## config.mk

```make
export PLATFORM = sky130hd
export DESIGN_NAME = smbios_struct_string_extractor
export DESIGN_NICKNAME = d
export VERILOG_FILES = /design/src/rtl/core/sse_pkg.sv /design/src/rtl/core/sse_walker.sv /design/src/rtl/core/smbios_struct_string_extractor.sv
export SDC_FILE = /design/constraint.sdc
export NUM_CORES = 1
export LEC_CHECK = 0
export ABC_CLOCK_PERIOD_IN_PS = 12250
export BUFFER_PORTS_ARGS = -buffer_cell sky130_fd_sc_hd__buf_2
export CAP_MARGIN = 20
export CORE_MARGIN = 2
export CORE_UTILIZATION = 40
export CTS_CLUSTER_DIAMETER = 150
export DETAILED_ROUTE_END_ITERATION = 10
export PLACE_DENSITY = 0.56
export SETUP_SLACK_MARGIN = 0.3
export SYNTH_ARGS = -nofsm -noshare
export SYNTH_HDL_FRONTEND = slang
export SYNTH_SLANG_ARGS = --single-unit
```

## constraint.sdc

```tcl
create_clock -name clk -period 12.25 [get_ports clk]
set_input_delay 2.45 -clock clk [delete_from_list [all_inputs] [get_ports clk]]
set_output_delay 2.45 -clock clk [all_outputs]
set_load 0.02 [all_outputs]
```

## src/rtl/core/sse_pkg.sv

```systemverilog
// ----------------------------------------------------------------------------
// sse_pkg
// Shared codes and types of the structure table string extractor.
// ----------------------------------------------------------------------------
package sse_pkg;

  localparam int unsigned PhaseW = 2;

  localparam logic [PhaseW-1:0] PH_TYPE      = 2'd0;
  localparam logic [PhaseW-1:0] PH_FORMATTED = 2'd1;
  localparam logic [PhaseW-1:0] PH_SKIP      = 2'd2;
  localparam logic [PhaseW-1:0] PH_EMIT      = 2'd3;

  localparam logic [1:0] KIND_CHAR     = 2'd0;
  localparam logic [1:0] KIND_DONE     = 2'd1;
  localparam logic [1:0] KIND_NOTFOUND = 2'd2;

  localparam logic [7:0] CFG_WANTED_TYPE     = 8'd0;
  localparam logic [7:0] CFG_STRING_OFFSET   = 8'd1;
  localparam logic [7:0] CFG_STRUCTURE_COUNT = 8'd2;
  localparam logic [7:0] CFG_TABLE_LENGTH    = 8'd3;

  localparam logic [15:0] POS_MAX      = 16'hFFFF;
  localparam logic [7:0]  MIN_FMT_LEN  = 8'd4;

  typedef struct packed {
    logic [7:0]  wanted_type;
    logic [7:0]  string_field_offset;
    logic [15:0] structure_count;
    logic [15:0] table_length;
  } cfg_t;

  typedef struct packed {
    logic       valid;
    logic [7:0] char_byte;
    logic [1:0] kind;
    logic       last;
  } result_t;

endpackage

```

## src/rtl/core/sse_walker.sv

```systemverilog
// ----------------------------------------------------------------------------
// sse_walker
// Walks the structure table one byte per accepted item and produces at most
// one result for each byte.
// ----------------------------------------------------------------------------
module sse_walker (
  input  logic                 clk,
  input  logic                 rst_n,
  input  logic                 step,
  input  logic [7:0]           table_byte,
  input  logic                 table_start,
  input  sse_pkg::cfg_t        cfg,
  output sse_pkg::result_t     res
);

  logic [sse_pkg::PhaseW-1:0] phase_r, phase_nxt, phase_c;
  logic [7:0]  byte_in_struct_r, byte_in_struct_nxt;
  logic [7:0]  fmt_len_r, fmt_len_nxt, fmt_len_c;
  logic [15:0] structs_left_r, structs_left_nxt, structs_c;
  logic [15:0] pos_r, pos_nxt, pos_c;
  logic        prev_zero_r, prev_zero_nxt;
  logic [7:0]  string_number_r, string_number_nxt, string_number_c;
  logic [7:0]  string_index_r, string_index_nxt;
  logic        matched_r, matched_nxt, matched_c;
  logic        finished_r, finished_nxt;
  logic        emit_end;

  always_comb begin
    phase_nxt          = phase_r;
    byte_in_struct_nxt = byte_in_struct_r;
    fmt_len_nxt        = fmt_len_r;
    structs_left_nxt   = structs_left_r;
    pos_nxt            = pos_r;
    prev_zero_nxt      = prev_zero_r;
    string_number_nxt  = string_number_r;
    string_index_nxt   = string_index_r;
    matched_nxt        = matched_r;
    finished_nxt       = finished_r;
    res                = '0;
    emit_end           = 1'b0;
    phase_c            = table_start ? sse_pkg::PH_TYPE : phase_r;
    pos_c              = table_start ? 16'd0 : pos_r;
    structs_c          = table_start ? cfg.structure_count : structs_left_r;
    fmt_len_c          = fmt_len_r;
    string_number_c    = string_number_r;
    matched_c          = matched_r;

    if (step && (table_start || !finished_r)) begin
      finished_nxt     = 1'b0;
      phase_nxt        = phase_c;
      structs_left_nxt = structs_c;
      pos_nxt          = (pos_c != sse_pkg::POS_MAX) ? pos_c + 16'd1 : pos_c;

      if (pos_c >= cfg.table_length) begin
        res.valid = 1'b1;
        res.kind  = (phase_c == sse_pkg::PH_EMIT) ? sse_pkg::KIND_DONE
                                                  : sse_pkg::KIND_NOTFOUND;
        emit_end  = 1'b1;
      end else begin
        case (phase_c)
          sse_pkg::PH_TYPE: begin
            if (structs_c == 16'd0) begin
              res.valid = 1'b1;
              res.kind  = sse_pkg::KIND_NOTFOUND;
              emit_end  = 1'b1;
            end else begin
              structs_left_nxt   = structs_c - 16'd1;
              matched_c          = (table_byte == cfg.wanted_type);
              matched_nxt        = matched_c;
              string_number_nxt  = (matched_c && cfg.string_field_offset == 8'd0)
                                   ? table_byte : 8'd0;
              byte_in_struct_nxt = 8'd1;
              phase_nxt          = sse_pkg::PH_FORMATTED;
            end
          end
          sse_pkg::PH_FORMATTED: begin
            if (byte_in_struct_r == 8'd1) begin
              fmt_len_c = (table_byte < sse_pkg::MIN_FMT_LEN) ? sse_pkg::MIN_FMT_LEN
                                                               : table_byte;
            end
            fmt_len_nxt = fmt_len_c;
            if (matched_r && byte_in_struct_r == cfg.string_field_offset) begin
              string_number_c = table_byte;
            end
            string_number_nxt = string_number_c;
            if ({1'b0, byte_in_struct_r} + 9'd1 >= {1'b0, fmt_len_c}) begin
              if (matched_r) begin
                if (string_number_c == 8'd0) begin
                  res.valid = 1'b1;
                  res.kind  = sse_pkg::KIND_DONE;
                  emit_end  = 1'b1;
                end else begin
                  phase_nxt        = sse_pkg::PH_EMIT;
                  string_index_nxt = 8'd1;
                  prev_zero_nxt    = 1'b1;
                end
              end else begin
                phase_nxt     = sse_pkg::PH_SKIP;
                prev_zero_nxt = 1'b0;
              end
            end else begin
              byte_in_struct_nxt = byte_in_struct_r + 8'd1;
            end
          end
          sse_pkg::PH_SKIP: begin
            if (table_byte == 8'd0 && prev_zero_r) begin
              phase_nxt = sse_pkg::PH_TYPE;
            end else begin
              prev_zero_nxt = (table_byte == 8'd0);
            end
          end
          default: begin
            if (table_byte != 8'd0) begin
              prev_zero_nxt = 1'b0;
              if (string_index_r == string_number_r) begin
                res.valid     = 1'b1;
                res.char_byte = table_byte;
                res.kind      = sse_pkg::KIND_CHAR;
              end
            end else if (prev_zero_r || string_index_r == string_number_r) begin
              res.valid = 1'b1;
              res.kind  = sse_pkg::KIND_DONE;
              emit_end  = 1'b1;
            end else begin
              string_index_nxt = string_index_r + 8'd1;
              prev_zero_nxt    = 1'b1;
            end
          end
        endcase
      end

      if (emit_end) begin
        res.last     = 1'b1;
        finished_nxt = 1'b1;
        phase_nxt    = sse_pkg::PH_TYPE;
      end
    end
  end

  always_ff @(posedge clk) begin
    if (!rst_n) begin
      phase_r          <= sse_pkg::PH_TYPE;
      byte_in_struct_r <= 8'd0;
      fmt_len_r        <= 8'd0;
      structs_left_r   <= 16'd0;
      pos_r            <= 16'd0;
      prev_zero_r      <= 1'b0;
      string_number_r  <= 8'd0;
      string_index_r   <= 8'd0;
      matched_r        <= 1'b0;
      finished_r       <= 1'b1;
    end else begin
      phase_r          <= phase_nxt;
      byte_in_struct_r <= byte_in_struct_nxt;
      fmt_len_r        <= fmt_len_nxt;
      structs_left_r   <= structs_left_nxt;
      pos_r            <= pos_nxt;
      prev_zero_r      <= prev_zero_nxt;
      string_number_r  <= string_number_nxt;
      string_index_r   <= string_index_nxt;
      matched_r        <= matched_nxt;
      finished_r       <= finished_nxt;
    end
  end

endmodule

```

## src/rtl/core/smbios_struct_string_extractor.sv

```systemverilog
// ----------------------------------------------------------------------------
// smbios_struct_string_extractor
// Finds the first structure of a configured type in a streamed table and
// returns the characters of one of its strings.
// ----------------------------------------------------------------------------
// The block takes one table byte per clock cycle while in_ready is high, and
// each byte gives at most one result through the output register. A byte is
// taken even while a result waits, as long as the output register is empty or
// is being emptied in the same cycle. A byte with in_table_start high restarts
// the walk and loads the structure count. Configuration is written through
// the cfg channel, which is always ready, and must only change while no
// table is being walked.
module smbios_struct_string_extractor (
  input  logic        clk,
  input  logic        rst_n,
  input  logic        cfg_valid,
  output logic        cfg_ready,
  input  logic [7:0]  cfg_index,
  input  logic [15:0] cfg_data,
  input  logic        in_valid,
  output logic        in_ready,
  input  logic [7:0]  in_table_byte,
  input  logic        in_table_start,
  output logic        out_valid,
  input  logic        out_ready,
  output logic [7:0]  out_char_byte,
  output logic [1:0]  out_kind,
  output logic        out_last
);

  sse_pkg::cfg_t    cfg_r;
  sse_pkg::result_t res;
  logic             step;
  logic             out_valid_r;
  logic [7:0]       out_char_byte_r;
  logic [1:0]       out_kind_r;
  logic             out_last_r;

  assign cfg_ready = 1'b1;
  assign in_ready  = !out_valid_r || out_ready;
  assign step      = in_valid && in_ready;

  always_ff @(posedge clk) begin
    if (!rst_n) begin
      cfg_r.wanted_type         <= 8'd1;
      cfg_r.string_field_offset <= 8'd7;
      cfg_r.structure_count     <= 16'd0;
      cfg_r.table_length        <= 16'd0;
    end else if (cfg_valid) begin
      case (cfg_index)
        sse_pkg::CFG_WANTED_TYPE:     cfg_r.wanted_type         <= cfg_data[7:0];
        sse_pkg::CFG_STRING_OFFSET:   cfg_r.string_field_offset <= cfg_data[7:0];
        sse_pkg::CFG_STRUCTURE_COUNT: cfg_r.structure_count     <= cfg_data;
        sse_pkg::CFG_TABLE_LENGTH:    cfg_r.table_length        <= cfg_data;
        default: begin
        end
      endcase
    end
  end

  sse_walker u_walker (
    .clk         (clk),
    .rst_n       (rst_n),
    .step        (step),
    .table_byte  (in_table_byte),
    .table_start (in_table_start),
    .cfg         (cfg_r),
    .res         (res)
  );

  always_ff @(posedge clk) begin
    if (!rst_n) begin
      out_valid_r <= 1'b0;
    end else if (res.valid) begin
      out_valid_r <= 1'b1;
    end else if (out_ready) begin
      out_valid_r <= 1'b0;
    end
  end

  always_ff @(posedge clk) begin
    if (res.valid) begin
      out_char_byte_r <= res.char_byte;
      out_kind_r      <= res.kind;
      out_last_r      <= res.last;
    end
  end

  assign out_valid     = out_valid_r;
  assign out_char_byte = out_char_byte_r;
  assign out_kind      = out_kind_r;
  assign out_last      = out_last_r;

endmodule

```

---- Yosys cells after proc, flatten, opt, wreduce, memory -nomap -nowiden ----
Index checks and enable logic that the tools add are counted.
operators by class
  $add $sub $neg .......................... 5
  order comparisons ....................... 3
  equal/unequal tests ..................... 21
  mux-type cells .......................... 72
  bitwise logic cells ..................... 7
  reduce and logical (&&, ||, !) cells .... 32
operators by type and width
  kind                     count
  $mux W8                  21
  $mux W16                 6
  $pmux W8 S2              3
  $logic_not A8 Y1         4
  $mux W2                  14
  $eq A8 B8 Y1             3
  $mux W1                  21
  $add A16 B1 Y16 const B  1
  $add A8 B1 Y8 const B    2
  $eq A8 B1 Y1 const B     2
  $eq A8 B2 Y1 const B     2
  $ge A16 B16 Y1           1
  $logic_not A16 Y1        1
  $ne A16 B16 Y1 const B   1
  $sub A16 B1 Y16 const B  1
  $mux W12                 1
  $ne A2 B2 Y1 const B     6
  $pmux W2 S3              2
  $mux W11                 1
  $add A8 B1 Y9 const B    1
  $ge A9 B8 Y1             1
  $pmux W1 S3              3
  $lt A8 B3 Y1 const B     1
  $reduce_and A2 Y1        4
  other kinds (20)         37
storage, ports and cells
  flip-flop bits (word level) ............. 129
  bits of input ports ..................... 38
  output and inout bits ................... 14
  logic and storage cells ................. 158

---- Longest topological paths before layout ----
Gate-level depths: netlist of run 1.
  depth after elaboration ................. 16
  gate-level depth with buffers ........... 15
  depth with buffers taken out ............ 14

---- Hierarchy ----
From an unflattened synthesis of run 1, not the netlist that was laid out.
unflattened totals
  cell total of the unflattened synthesis .. 893
  area, all modules ....................... 7603.5 um^2
by module, submodules not included
  module                          instances  cells each  area each (um^2)  seq. area each (um^2)
  sse_walker                      1          693         5348.9            1381.3
  smbios_struct_string_extractor  1          200         2254.7            1311.3

---- Worst setup path before layout of run 1 ----
Ideal clock, no wire load.
  kind .................................... input to register
  start ................................... in in_table_start
  end ..................................... reg u_walker.string_number_r[0]
  setup time .............................. 0.117 ns
  data arrival time ....................... 5.732 ns
  data required time ...................... 12.133 ns
  slack ................................... 6.402 ns
  stages .................................. 14
  buffers on the path ..................... 5
  path through ............................ buf_2 -> buf_4 -> buf_2 -> buf_1 -> clkbuf_1 -> nand2b_1 -> ha_1 -> or3b_1 -> o2111ai_1 -> a31o_2 -> a31oi_2 -> nor4_1 -> a21oi_1 -> a22o_1
on the way
  word-level cells in the longest chain between the ends .. 4
  elaborated cells on any way between the ends .. 14
  those cells by class .................... order compare: 1; eq/ne: 2; mux: 4; bitwise: 1; reduce/logical: 6
RTL lines
  element                                             RTL line                              RTL
  from (decl)                                         smbios_struct_string_extractor.sv:23  input logic in_table_start,
  $mux W16, or another cell as far along              sse_walker.sv:42                      pos_c = table_start ? 16'd0 : pos_r;
  $ge A16 B16 Y1, or another cell as far along        sse_walker.sv:54                      if (pos_c >= cfg.table_length) begin
  $not A1 Y1 (no line), or another cell as far along  -
  $reduce_and A4 Y1 (no line)                         -
  to (signal assigned)                                sse_walker.sv:159                     string_number_r <= string_number_nxt;
  to (decl)                                           sse_walker.sv:22                      logic [7:0] string_number_r, string_number_nxt, string_number_c;
Several ways; a longest one is shown, not always the timed one.
A chain may end at the register's enable or synchronous reset.

---- Final worst setup path of run 1 ----
  start ................................... in in_table_start
  end ..................................... reg u_walker.string_number_r[5]
Same word-level chain as after synthesis.

==> results of run 1 <==
[report_power, final]
part | total [mW] | leakage, nW | switching [mW] | internal, mW
Sequential | 0.432 | 1.05 | 0.00249 | 0.430
Combinational | 0.0673 | 1.90 | 0.0463 | 0.0210
Clock | 0.467 | 0.249 | 0.207 | 0.260
Total | 0.967 | 3.20 | 0.256 | 0.711
[synth_stat cells, types with 20 or more instances]
cell type	number
sky130_fd_sc_hd__a21oi_1	77
sky130_fd_sc_hd__mux2i_1	31
sky130_fd_sc_hd__and2_1	20
sky130_fd_sc_hd__xor2_1	28
sky130_fd_sc_hd__clkbuf_1	31
sky130_fd_sc_hd__nor4_1	20
sky130_fd_sc_hd__o21ai_0	24
sky130_fd_sc_hd__ha_1	33
sky130_fd_sc_hd__nand2_1	153
sky130_fd_sc_hd__inv_1	33
sky130_fd_sc_hd__nand3_1	24
sky130_fd_sc_hd__nor2_1	61
sky130_fd_sc_hd__dfxtp_1	118
[how the worst min path moves through the flow]
| stage | start | end | depth (start not counted) |
|---|---|---|---|
| floorplan | cfg_r[10] | cfg_r[10] | 2 |
| global placement | cfg_r[8] | cfg_r[8] | 2 |
| detailed placement | cfg_r[13] | cfg_r[13] | 2 |
| CTS | cfg_r[13] | cfg_r[13] | 2 |
| global route | cfg_r[9] | cfg_r[9] | 2 |
| finish | cfg_r[13] | cfg_r[13] | 2 |
[stage by stage]
step	setup WS [ns]	cell area [um^2]	util	power, mW	instances
after floorplan	6.402	7651	-	0.4831	932
after global placement	6.260	8003	0.4264	0.5090	1173
after detailed placement	6.167	8003	0.4264	0.5091	1173
after CTS	6.605	8541	0.4551	0.9781	1205
after global routing	6.267	8541	0.4551	1.003	1205
final	6.575	8541	0.4551	0.9667	1205
[layout make-up]
class / instances / area [um^2] / area share
timing repair buffer: 59 / 317.8 / 0.03721
clock buffer: 18 / 429.2 / 0.05025
sequential: 129 / 2693 / 0.3153
inverter: 33 / 123.9 / 0.01450
multi-input combinational: 718 / 4576 / 0.5357
clock inverter: 14 / 108.9 / 0.01275
tap: 234 / 292.8 / 0.03428
[cell usage in the layout (no fill, tap or decap), types with 4 or more instances in the layout]
master                         n
sky130_fd_sc_hd__nand2_1     153
sky130_fd_sc_hd__dfxtp_1     118
sky130_fd_sc_hd__a21oi_1      77
sky130_fd_sc_hd__nor2_1       61
sky130_fd_sc_hd__buf_2        50
sky130_fd_sc_hd__ha_1         33
sky130_fd_sc_hd__inv_1        32
sky130_fd_sc_hd__mux2i_1      31
sky130_fd_sc_hd__xor2_1       28
sky130_fd_sc_hd__nand3_1      24
sky130_fd_sc_hd__o21ai_0      23
sky130_fd_sc_hd__nor4_1       20
sky130_fd_sc_hd__and2_1       20
sky130_fd_sc_hd__nor3_1       18
sky130_fd_sc_hd__clkbuf_16    17
sky130_fd_sc_hd__xnor2_1      15
sky130_fd_sc_hd__a211oi_1     14
sky130_fd_sc_hd__nand2b_1     14
sky130_fd_sc_hd__nor2b_1      14
sky130_fd_sc_hd__nand4_1      13
sky130_fd_sc_hd__a31oi_1      13
sky130_fd_sc_hd__and3_1       12
sky130_fd_sc_hd__edfxtp_1     11
sky130_fd_sc_hd__nand3b_1      9
sky130_fd_sc_hd__a22o_1        9
sky130_fd_sc_hd__buf_4         9
sky130_fd_sc_hd__o31ai_1       8
sky130_fd_sc_hd__or4_1         7
sky130_fd_sc_hd__a311oi_1      6
sky130_fd_sc_hd__mux2_2        6
sky130_fd_sc_hd__a21o_1        5
sky130_fd_sc_hd__o22ai_1       5
sky130_fd_sc_hd__clkinvlp_4    5
sky130_fd_sc_hd__o21a_1        4
sky130_fd_sc_hd__a31o_2        4
sky130_fd_sc_hd__a22oi_1       4
sky130_fd_sc_hd__nor4b_1       4
sky130_fd_sc_hd__nor4_2        4
sky130_fd_sc_hd__clkinv_4      4
[worst max-delay path, cell delays in order]
cell	delay [ns]
sky130_fd_sc_hd__buf_2	0.08
sky130_fd_sc_hd__buf_4	0.52
sky130_fd_sc_hd__nand2b_1	0.21
sky130_fd_sc_hd__ha_1	0.23
sky130_fd_sc_hd__or3b_1	0.36
sky130_fd_sc_hd__o2111ai_1	0.08
sky130_fd_sc_hd__a31o_2	0.20
sky130_fd_sc_hd__a31oi_2	0.09
sky130_fd_sc_hd__buf_4	0.21
sky130_fd_sc_hd__nor4_1	0.79
sky130_fd_sc_hd__a21oi_1	0.41
sky130_fd_sc_hd__a22o_1	0.34
[routing by layer]
metal	wire length [um]	GRT usage	up-vias
li1	-	-	3419
met1	10910	0.3244	3152
met2	8662	0.3061	149
met3	831	0.03970	19
met4	223	0.05159	0
met5	0	0	-
[registers in the layout, indices dropped and copies added, names as in the netlist]
register	count
u_walker.matched_r	1
u_walker.phase_r	2
out_kind	2
u_walker.prev_zero_r	1
u_walker.fmt_len_r	8
u_walker.string_index_r	8
out_char_byte	8
u_walker.string_number_r	8
u_walker.structs_left_r	16
out_last	1
u_walker.finished_r	1
u_walker.pos_r	16
out_valid	1
cfg_r	48
u_walker.byte_in_struct_r	8
[cell families (layout without fill, tap and decap cells)]
| group | count (synthesis) | in the layout | synth area share |
|---|---|---|---|
| buf+inv | 85 | 124 | 0.05004 |
| fa+ha+maj | 33 | 33 | 0.05397 |
| simple gates | 395 | 395 | 0.2633 |
| flops | 129 | 129 | 0.3519 |
| mux | 38 | 38 | 0.05233 |
| other cells | 1 | 1 | 0.0004901 |
| xor+xnor | 43 | 43 | 0.04922 |
| compound gates | 208 | 208 | 0.1787 |
==> parameters.txt, run 1 <==
Parameter                              Value

GRT
  Pin count of the biggest net entering global routing    67
  Global-route congestion overflow total    0
  Combined global-route utilization of all metal layers    0.2123
  Antenna violations before repair    0
  Wire length of the first global-routing pass    33990 um
  Via count of the first global-routing pass    6204

Worst hold path
  Min-Delay Path Class    register to register

Yosys
  Syn_nets    1003
  Number of enable flip-flop cells after synthesis    11
  Mean area per synthesized cell    8.209 um^2
  Largest area contributor in the netlist    sky130_fd_sc_hd__dfxtp_1
  Proportion of synthesized chip area in sequential cells    0.3519
  Top flip-flop cell by instance count after synthesis    sky130_fd_sc_hd__dfxtp_1
  Netlist Area Pre-Place    between 7000 and 8000 um^2
  Gate count of the mapped netlist    932
  Total of warnings raised by yosys    0
  Largest cells by area after synthesis    sky130_fd_sc_hd__dfxtp_1 (31%), sky130_fd_sc_hd__nand2_1 (7.5%), sky130_fd_sc_hd__ha_1 (5.4%), sky130_fd_sc_hd__a21oi_1 (5.0%), sky130_fd_sc_hd__edfxtp_1 (4.3%)
  Number of distinct library cells after synthesis    79
  FFs w/ async S/R, synth    0
  Area share of the leading cell type in the synthesized netlist    0.3087
  FF+latch count, synth    ~130

Timing
  Final min period    5.675 ns
  Final setup viols    0
  Minimum hold slack    0.4531 ns
  Max-slew violation count    0
  Top achievable clock speed    about 180 MHz
  Summed negative setup slack over all endpoints    0 ns
  Unrepaired setup endpoints after global routing    no
  Clock tree skew after final layout    0.01036 ns
  Post-route clock period utilization    0.4632
  Transition at the pin with the smallest max-transition slack    0.9670 ns
  Slew margin rel.    0.3494
  Final hold viol count    0

Setup path
  Arrival time of the worst setup path    5.99 ns
  Reg-to-reg critical path startpoint    u_walker.byte_in_struct_r[0]
  Number of cell instances on the worst register-to-register path    12
  Worst Path Class, Setup    input pin to register
  Worst endpoint required time    12.56 ns
  Critical R2R Capture    u_walker.string_index_r[6]
  Largest driver fanout on the critical path    66
  Worst setup endpoint    u_walker.string_number_r[5]
  Setup slack on the worst flop-to-flop path    8.38 ns
  CP startpoint kind    input pin
  Setup crit end kind    register
  Critical path startpoint    in_table_start

Drt
  Total wire length after detailed routing    roughly 21000 um
  Drt first-iter violations    527
  DR pass1 iterations    5
  Via Count    6739
  Vias/cell    approximately 5.6
  Final routed DRC violation total    0
  Remaining antenna violation count after routing    0
  Detail-routed net length per standard cell    around 17 um

Place
  Routability-driven placement congestion ratio    0.8169
  Input/output buffers    50
  Placed wire-length estimate    14750 um

Flow run
  Number of max-capacitance violations reported    0

Clock network
  Number of sinks driven by the clock tree    129
  Clock latency reported for the late side of the worst-skew pair    0.42 ns
  Post-CTS Hold Fix Bufs    0
  CTS Buf Count    17
  Root Driver    sky130_fd_sc_hd__clkbuf_16
  Post-CTS clock slew at the launch and capture registers of the worst setup and hold paths    about 0.060 ns
  H-tree Lvls    4
  Number of buffers inserted to repair setup after CTS    0
  Number of gates given a new drive strength after cts    0
  Buffer levels on the longest clock path    2
  TritonCTS clock tree    yes

Final layout
  ANT cells    0
  # fillers    1908
  Fraction of layout cells with a size suffix above 1    0.1205
  Number of nets in the finished design    a little over 1000
  Area delta synth->final    11.63%

Floorplanning
  IO Pins    52
  Die width    between 100 and 150 um
  CORE AREA    18770 um^2
  Initial cell density of the core    0.4077
  Total die area    20250 um^2
  Vertical die dimension    ~140 um
  Core Rows    50

Pwr
  Total power per unit cell area    113.2 nW/um^2
  Leakage power summed over all cells    3.200 nW
  Highest ir drop seen on vdd    0.09103 mV

Outcome
  Result of the run    finished clean
(Power assumes the default switching activity.)
==> inputs of run 2 (changes only) <==
--- a/config.mk
+++ b/config.mk
@@ -5,7 +5,7 @@
 export SDC_FILE = /design/constraint.sdc
 export NUM_CORES = 1
 export LEC_CHECK = 0
-export ABC_CLOCK_PERIOD_IN_PS = 12250
+export ABC_CLOCK_PERIOD_IN_PS = 5300
 export BUFFER_PORTS_ARGS = -buffer_cell sky130_fd_sc_hd__buf_2
 export CAP_MARGIN = 20
 export CORE_MARGIN = 2
==> constraint.sdc (replaced) <==
create_clock -name clk -period 5.3 [get_ports clk]
set_input_delay 1.06 -clock clk [delete_from_list [all_inputs] [get_ports clk]]
set_output_delay 1.06 -clock clk [all_outputs]
set_load 0.02 [all_outputs]
==> run 2 against run 1 <==
Compared with the run above: worst setup slack got worse by 5.3 ns; sequential share of layout area decreased by 0.22 points; non-clock buffer count increased by 2; via count increased by 1.7%.
==> parameters.txt, run 2 (same netlist as run 1, synthesis figures left out) <==
Parameter                              Value

Final layout
  Flip-flop count of the largest register after layout    48
  Area delta synth->final    12.41%
  Fraction of layout cells with a size suffix above 1    0.1213
  Sequential standard cell area    2693 um^2
  # fillers    between 1500 and 2000
  Most frequent cells in the layout    sky130_fd_sc_hd__nand2_1 (153), sky130_fd_sc_hd__dfxtp_1 (118), sky130_fd_sc_hd__a21oi_1 (77)
  Number of nets in the finished design    1031
  Final core occ    0.4583
  ANT cells    0
  Most frequent standard cell in the layout excluding fill and tap cells    sky130_fd_sc_hd__nand2_1
  Number of standard cells in the layout, taps in and fillers out    ~1200
  Regs by FF count    cfg_r (48), u_walker.pos_r (16), u_walker.structs_left_r (16)
  Area taken by multi-input logic gates    4576 um^2
  Largest register by flop count    cfg_r

Floorplanning
  Die width    142.3 um
  Initial cell density of the core    0.4077
  Core Rows    50
  Vertical die dimension    roughly 140 um
  Total die area    20250 um^2
  IO Pins    52
  CORE AREA    18770 um^2

Clock network
  Number of gates given a new drive strength after cts    0
  Clock latency reported for the late side of the worst-skew pair    0.42 ns
  Post-CTS Hold Fix Bufs    0
  Number of sinks driven by the clock tree    around 130
  TritonCTS clock tree    yes
  Buffer levels on the longest clock path    2
  Number of buffers inserted to repair setup after CTS    0
  H-tree Lvls    4
  Post-CTS clock slew at the launch and capture registers of the worst setup and hold paths    approximately 0.060 ns
  Root Driver    sky130_fd_sc_hd__clkbuf_16
  CTS Buf Count    17

Outcome
  Result of the run    finished clean

Timing
  Transition at the pin with the smallest max-transition slack    between 1 and 1.5 ns
  Unrepaired setup endpoints after global routing    no
  Slew margin rel.    0.2540
  Post-route clock period utilization    0.7656
  Minimum hold slack    0.4506 ns
  Final setup margin    approximately 1.2 ns
  Final min period    around 4 ns
  Summed negative setup slack over all endpoints    0 ns
  Final hold viol count    0
  Top achievable clock speed    approximately 250 MHz
  Clock tree skew after final layout    0.008631 ns
  Final setup viols    0
  Max-slew violation count    0

GRT
  Combined global-route utilization of all metal layers    0.2120
  Pin count of the biggest net entering global routing    48
  Via count of the first global-routing pass    6364
  Antenna violations before repair    0
  Global-route congestion overflow total    0
  Wire length of the first global-routing pass    33780 um

Place
  Routability-driven placement congestion ratio    approximately 0.85
  Placed wire-length estimate    roughly 15000 um
  Worst setup slack before clock tree synthesis    roughly 0.83 ns
  Input/output buffers    50
  Cells after DPL    1175

Pwr
  Total power per unit cell area    269.6 nW/um^2
  Highest ir drop seen on vdd    0.2165 mV
  Leakage power summed over all cells    3.247 nW

Setup path
  Worst endpoint required time    5.61 ns
  Worst Path Class, Setup    input pin to register
  CP startpoint kind    input pin
  Arrival time of the worst setup path    4.36 ns
  Setup crit end kind    register
  Largest driver fanout on the critical path    11

Drt
  DR pass1 iterations    5
  Final routed DRC violation total    0
  Remaining antenna violation count after routing    0
  Vias/cell    5.677
  Drt first-iter violations    576
  Detail-routed net length per standard cell    roughly 17 um
  Total wire length after detailed routing    20760 um
  Via Count    6852

Worst hold path
  Min-Delay Path Class    register to register

Flow run
  Number of max-capacitance violations reported    0
-- run 2: power by group --
group / total (mW) / internal [mW] / switching (mW)
clock: 1.16 / 0.703 / 0.459
sequential: 0.999 / 0.994 / 0.00562
combinational: 0.159 / 0.0494 / 0.109
total: 2.32 / 1.75 / 0.573
-- run 2: cell type report --
class,instances,area share
Clock buffer,22,0.05644
Multi-Input combinational cell,718,0.5320
Sequential cell,129,0.3131
Timing Repair Buffer,61,0.03870
Tap cell,234,0.03404
Clock inverter,10,0.01135
Inverter,33,0.01440
-- run 2: final timing paths --
kind,start,endpoint,slack (ns),depth (start not counted)
worst max-delay path,in_table_byte[7],u_walker.string_index_r[6],1.24,13
worst min-delay path,cfg_r[11],cfg_r[11],0.45,2
worst max register to register,u_walker.byte_in_struct_r[0],u_walker.string_index_r[6],1.43,12
worst min register to register,cfg_r[11],cfg_r[11],0.45,2
-- run 2: routing by layer --
metal  wire [um]  GRT usage  vias to the layer above
met1       10570     0.3119                     3236
met5           0          0                        -
met4         263    0.05941                        0
met3        1035    0.03466                       21
li1            -          -                     3412
met2        8885     0.3201                      183
-- run 2: critical path, cell delays in order --
cell and delay, ns:
sky130_fd_sc_hd__buf_2 0.13, sky130_fd_sc_hd__or4_4 0.55, sky130_fd_sc_hd__nor3_1 0.28, sky130_fd_sc_hd__nor2_1 0.12
sky130_fd_sc_hd__a22oi_1 0.21, sky130_fd_sc_hd__ha_1 0.27, sky130_fd_sc_hd__o21ai_0 0.15, sky130_fd_sc_hd__a21oi_1 0.06
sky130_fd_sc_hd__o31ai_1 0.44, sky130_fd_sc_hd__and2_1 0.29, sky130_fd_sc_hd__o31a_1 0.41, sky130_fd_sc_hd__nor3_1 0.10
sky130_fd_sc_hd__mux2_2 0.28
-- run 2: stage by stage --
step           instance area, um^2  power, mW
2_1_floorplan                 7651      1.117
3_3_place_gp                  8018      1.179
3_5_place_dp                  8018      1.179
4_1_cts                       8601      2.342
5_1_grt                       8601      2.398
6_report                      8601      2.319
==> inputs of run 3 (changes only) <==
--- a/config.mk
+++ b/config.mk
@@ -5,7 +5,7 @@
 export SDC_FILE = /design/constraint.sdc
 export NUM_CORES = 1
 export LEC_CHECK = 0
-export ABC_CLOCK_PERIOD_IN_PS = 5300
+export ABC_CLOCK_PERIOD_IN_PS = 4100
 export BUFFER_PORTS_ARGS = -buffer_cell sky130_fd_sc_hd__buf_2
 export CAP_MARGIN = 20
 export CORE_MARGIN = 2
==> constraint.sdc (replaced) <==
create_clock -name clk -period 4.1 [get_ports clk]
set_input_delay 0.82 -clock clk [delete_from_list [all_inputs] [get_ports clk]]
set_output_delay 0.82 -clock clk [all_outputs]
set_load 0.02 [all_outputs]
==> run 3 against run 2 <==
Compared with the run above: total power increased by 35%; routed wire length increased by 2.8%; largest cell class unchanged; critical endpoint is now u_walker.string_index_r[5]; clock-buffer cell count decreased by 2; largest power group unchanged.
==> parameters.txt, run 3 (same netlist as run 1, synthesis figures left out) <==
Parameter                              Value

Drt
  Vias/cell    about 5.6
  Drt first-iter violations    436
  Via Count    6837
  Remaining antenna violation count after routing    0
  Total wire length after detailed routing    21330 um
  DR pass1 iterations    5
  Detail-routed net length per standard cell    17.40 um
  Final routed DRC violation total    0

Place
  Routability-driven placement congestion ratio    0.8305
  Cell Area, Placed    8238 um^2
  Placed wire-length estimate    between 15000 and 20000 um
  Input/output buffers    50
  Cells after DPL    1192

Setup path
  Largest driver fanout on the critical path    7
  Worst endpoint required time    4.46 ns
  Critical R2R Capture    u_walker.string_index_r[5]
  Reg-to-reg critical path startpoint    u_walker.byte_in_struct_r[1]
  Number of cell instances on the worst register-to-register path    17
  CP startpoint kind    input pin
  Setup slack on the worst flop-to-flop path    0.57 ns
  Setup crit end kind    register
  Worst Path Class, Setup    input pin to register
  Arrival time of the worst setup path    3.97 ns

Clock network
  Post-CTS clock slew at the launch and capture registers of the worst setup and hold paths    0.06 ns
  Number of sinks driven by the clock tree    129
  TritonCTS clock tree    yes
  Post-CTS Hold Fix Bufs    0
  Root Driver    sky130_fd_sc_hd__clkbuf_16
  CTS Buf Count    17
  H-tree Lvls    4
  Clock latency reported for the late side of the worst-skew pair    0.44 ns
  Buffer levels on the longest clock path    2

Floorplanning
  Vertical die dimension    142.3 um
  CORE AREA    18770 um^2
  Die width    about 140 um
  Initial cell density of the core    0.4077
  Core Rows    50
  IO Pins    52
  Total die area    20250 um^2

Flow run
  Number of max-capacitance violations reported    0

Final layout
  Most frequent cells in the layout    sky130_fd_sc_hd__nand2_1 (153), sky130_fd_sc_hd__dfxtp_1 (118), sky130_fd_sc_hd__a21oi_1 (77)
  Final design instance area without fill    approximately 8900 um^2
  Flip-flop count of the largest register after layout    48
  Sequential standard cell area    2693 um^2
  ANT cells    0
  Regs by FF count    cfg_r (48), u_walker.pos_r (16), u_walker.structs_left_r (16)
  Most frequent standard cell in the layout excluding fill and tap cells    sky130_fd_sc_hd__nand2_1
  Number of standard cells in the layout, taps in and fillers out    between 1000 and 1500
  Final core occ    0.4743
  Area taken by multi-input logic gates    4669 um^2
  Number of nets in the finished design    1052
  Area delta synth->final    16.34%
  # fillers    1851
  Fraction of layout cells with a size suffix above 1    0.1502
  Largest register by flop count    cfg_r

Timing
  Post-route clock period utilization    0.8797
  Final min period    3.607 ns
  Final hold viol count    0
  Max-slew violation count    0
  Final setup viols    0
  Top achievable clock speed    277.2 MHz
  Slew margin rel.    0.4685
  Transition at the pin with the smallest max-transition slack    0.7899 ns
  Clock tree skew after final layout    0.01223 ns
  Unrepaired setup endpoints after global routing    no

Pwr
  Leakage power summed over all cells    3.378 nW
  Total power per unit cell area    approximately 350 nW/um^2
  Highest ir drop seen on vdd    0.2912 mV

Worst hold path
  Min-Delay Startpoint    cfg_r[13]
  Min-Delay Path Class    register to register
  Cell count of the worst hold path    2
  End point of the most critical hold path    cfg_r[13]

GRT
  Via count of the first global-routing pass    about 6500
  Antenna violations before repair    0
  Wire length of the first global-routing pass    34580 um
  Global-route congestion overflow total    0
  Pin count of the biggest net entering global routing    47
  Combined global-route utilization of all metal layers    0.2168

Outcome
  Result of the run    finished clean
-- run 3: changes by cell type in the layout (fill, tap and decap cells not counted), sizes merged --
cell    change
inv         -1
clkinv      -1
bufinv      +2
clkbuf      -2
buf        +21
-- run 3: worst max-delay path by stage --
stage	start	end	slack (ns)	cells past startpoint
after floorplan	in_table_start	u_walker.string_number_r[0]	0.28	14
after global placement	in_table_byte[7]	u_walker.string_index_r[3]	0.04	14
after detailed placement	in_table_byte[7]	u_walker.string_index_r[7]	-0.02	14
after CTS	in_table_byte[7]	u_walker.string_index_r[5]	0.43	14
after global routing	in_table_byte[7]	u_walker.string_index_r[5]	0.29	15
final	in_table_byte[7]	u_walker.string_index_r[5]	0.49	15
-- run 3: layer usage --
metal / track usage / routed length [um] / vias up
met5: 0 / 0 / -
met4: 0.07035 / 318 / 0
met3: 0.03432 / 777 / 26
met2: 0.3328 / 9267 / 131
met1: 0.3115 / 10970 / 3226
li1: - / - / 3454
-- run 3: layout make-up --
cell class	count	area share
clock buffers	20	0.05257
flip-flops and latches	129	0.3025
well taps	234	0.03289
repair buffers	82	0.05651
multi-input cells	718	0.5246
clock inverters	10	0.01659
inverters	33	0.01434
-- run 3: repair_timing --
action,4_1_cts,5_1_grt
setup buffers,0,4
gates resized for setup,0,4
endpoints found under the setup margin,0,25
-- run 3: stage by stage --
stage	TNS [ns]	power, mW	setup slack, ns	hold slack, ns
2_1_floorplan	0	1.450	0.2781	0.4319
3_3_place_gp	0	1.541	0.03931	0.4405
3_5_place_dp	-0.03680	1.541	-0.01657	0.4442
4_1_cts	0	3.155	0.4283	0.4526
5_1_grt	0	3.224	0.2949	0.4707
6_report	0	3.133	0.4931	0.4491
-- run 3: critical path, stage by stage --
cell and delay (ns):
sky130_fd_sc_hd__buf_2 0.11, sky130_fd_sc_hd__or4_4 0.56, sky130_fd_sc_hd__nor3_2 0.22, sky130_fd_sc_hd__nor2_1 0.11, sky130_fd_sc_hd__a22o_1 0.21, sky130_fd_sc_hd__ha_1 0.27
sky130_fd_sc_hd__nor2_1 0.04, sky130_fd_sc_hd__a21oi_1 0.14, sky130_fd_sc_hd__o31ai_1 0.09, sky130_fd_sc_hd__buf_4 0.15, sky130_fd_sc_hd__and2_1 0.16, sky130_fd_sc_hd__o31a_1 0.33
sky130_fd_sc_hd__buf_4 0.17, sky130_fd_sc_hd__or4_1 0.46, sky130_fd_sc_hd__a21oi_1 0.15
-- run 3: power breakdown --
part	total [mW]	switching [mW]	leakage, nW	internal, mW
registers	1.29	0.00739	1.05	1.28
clock network	1.62	0.607	0.303	1.01
logic	0.225	0.150	2.02	0.0747
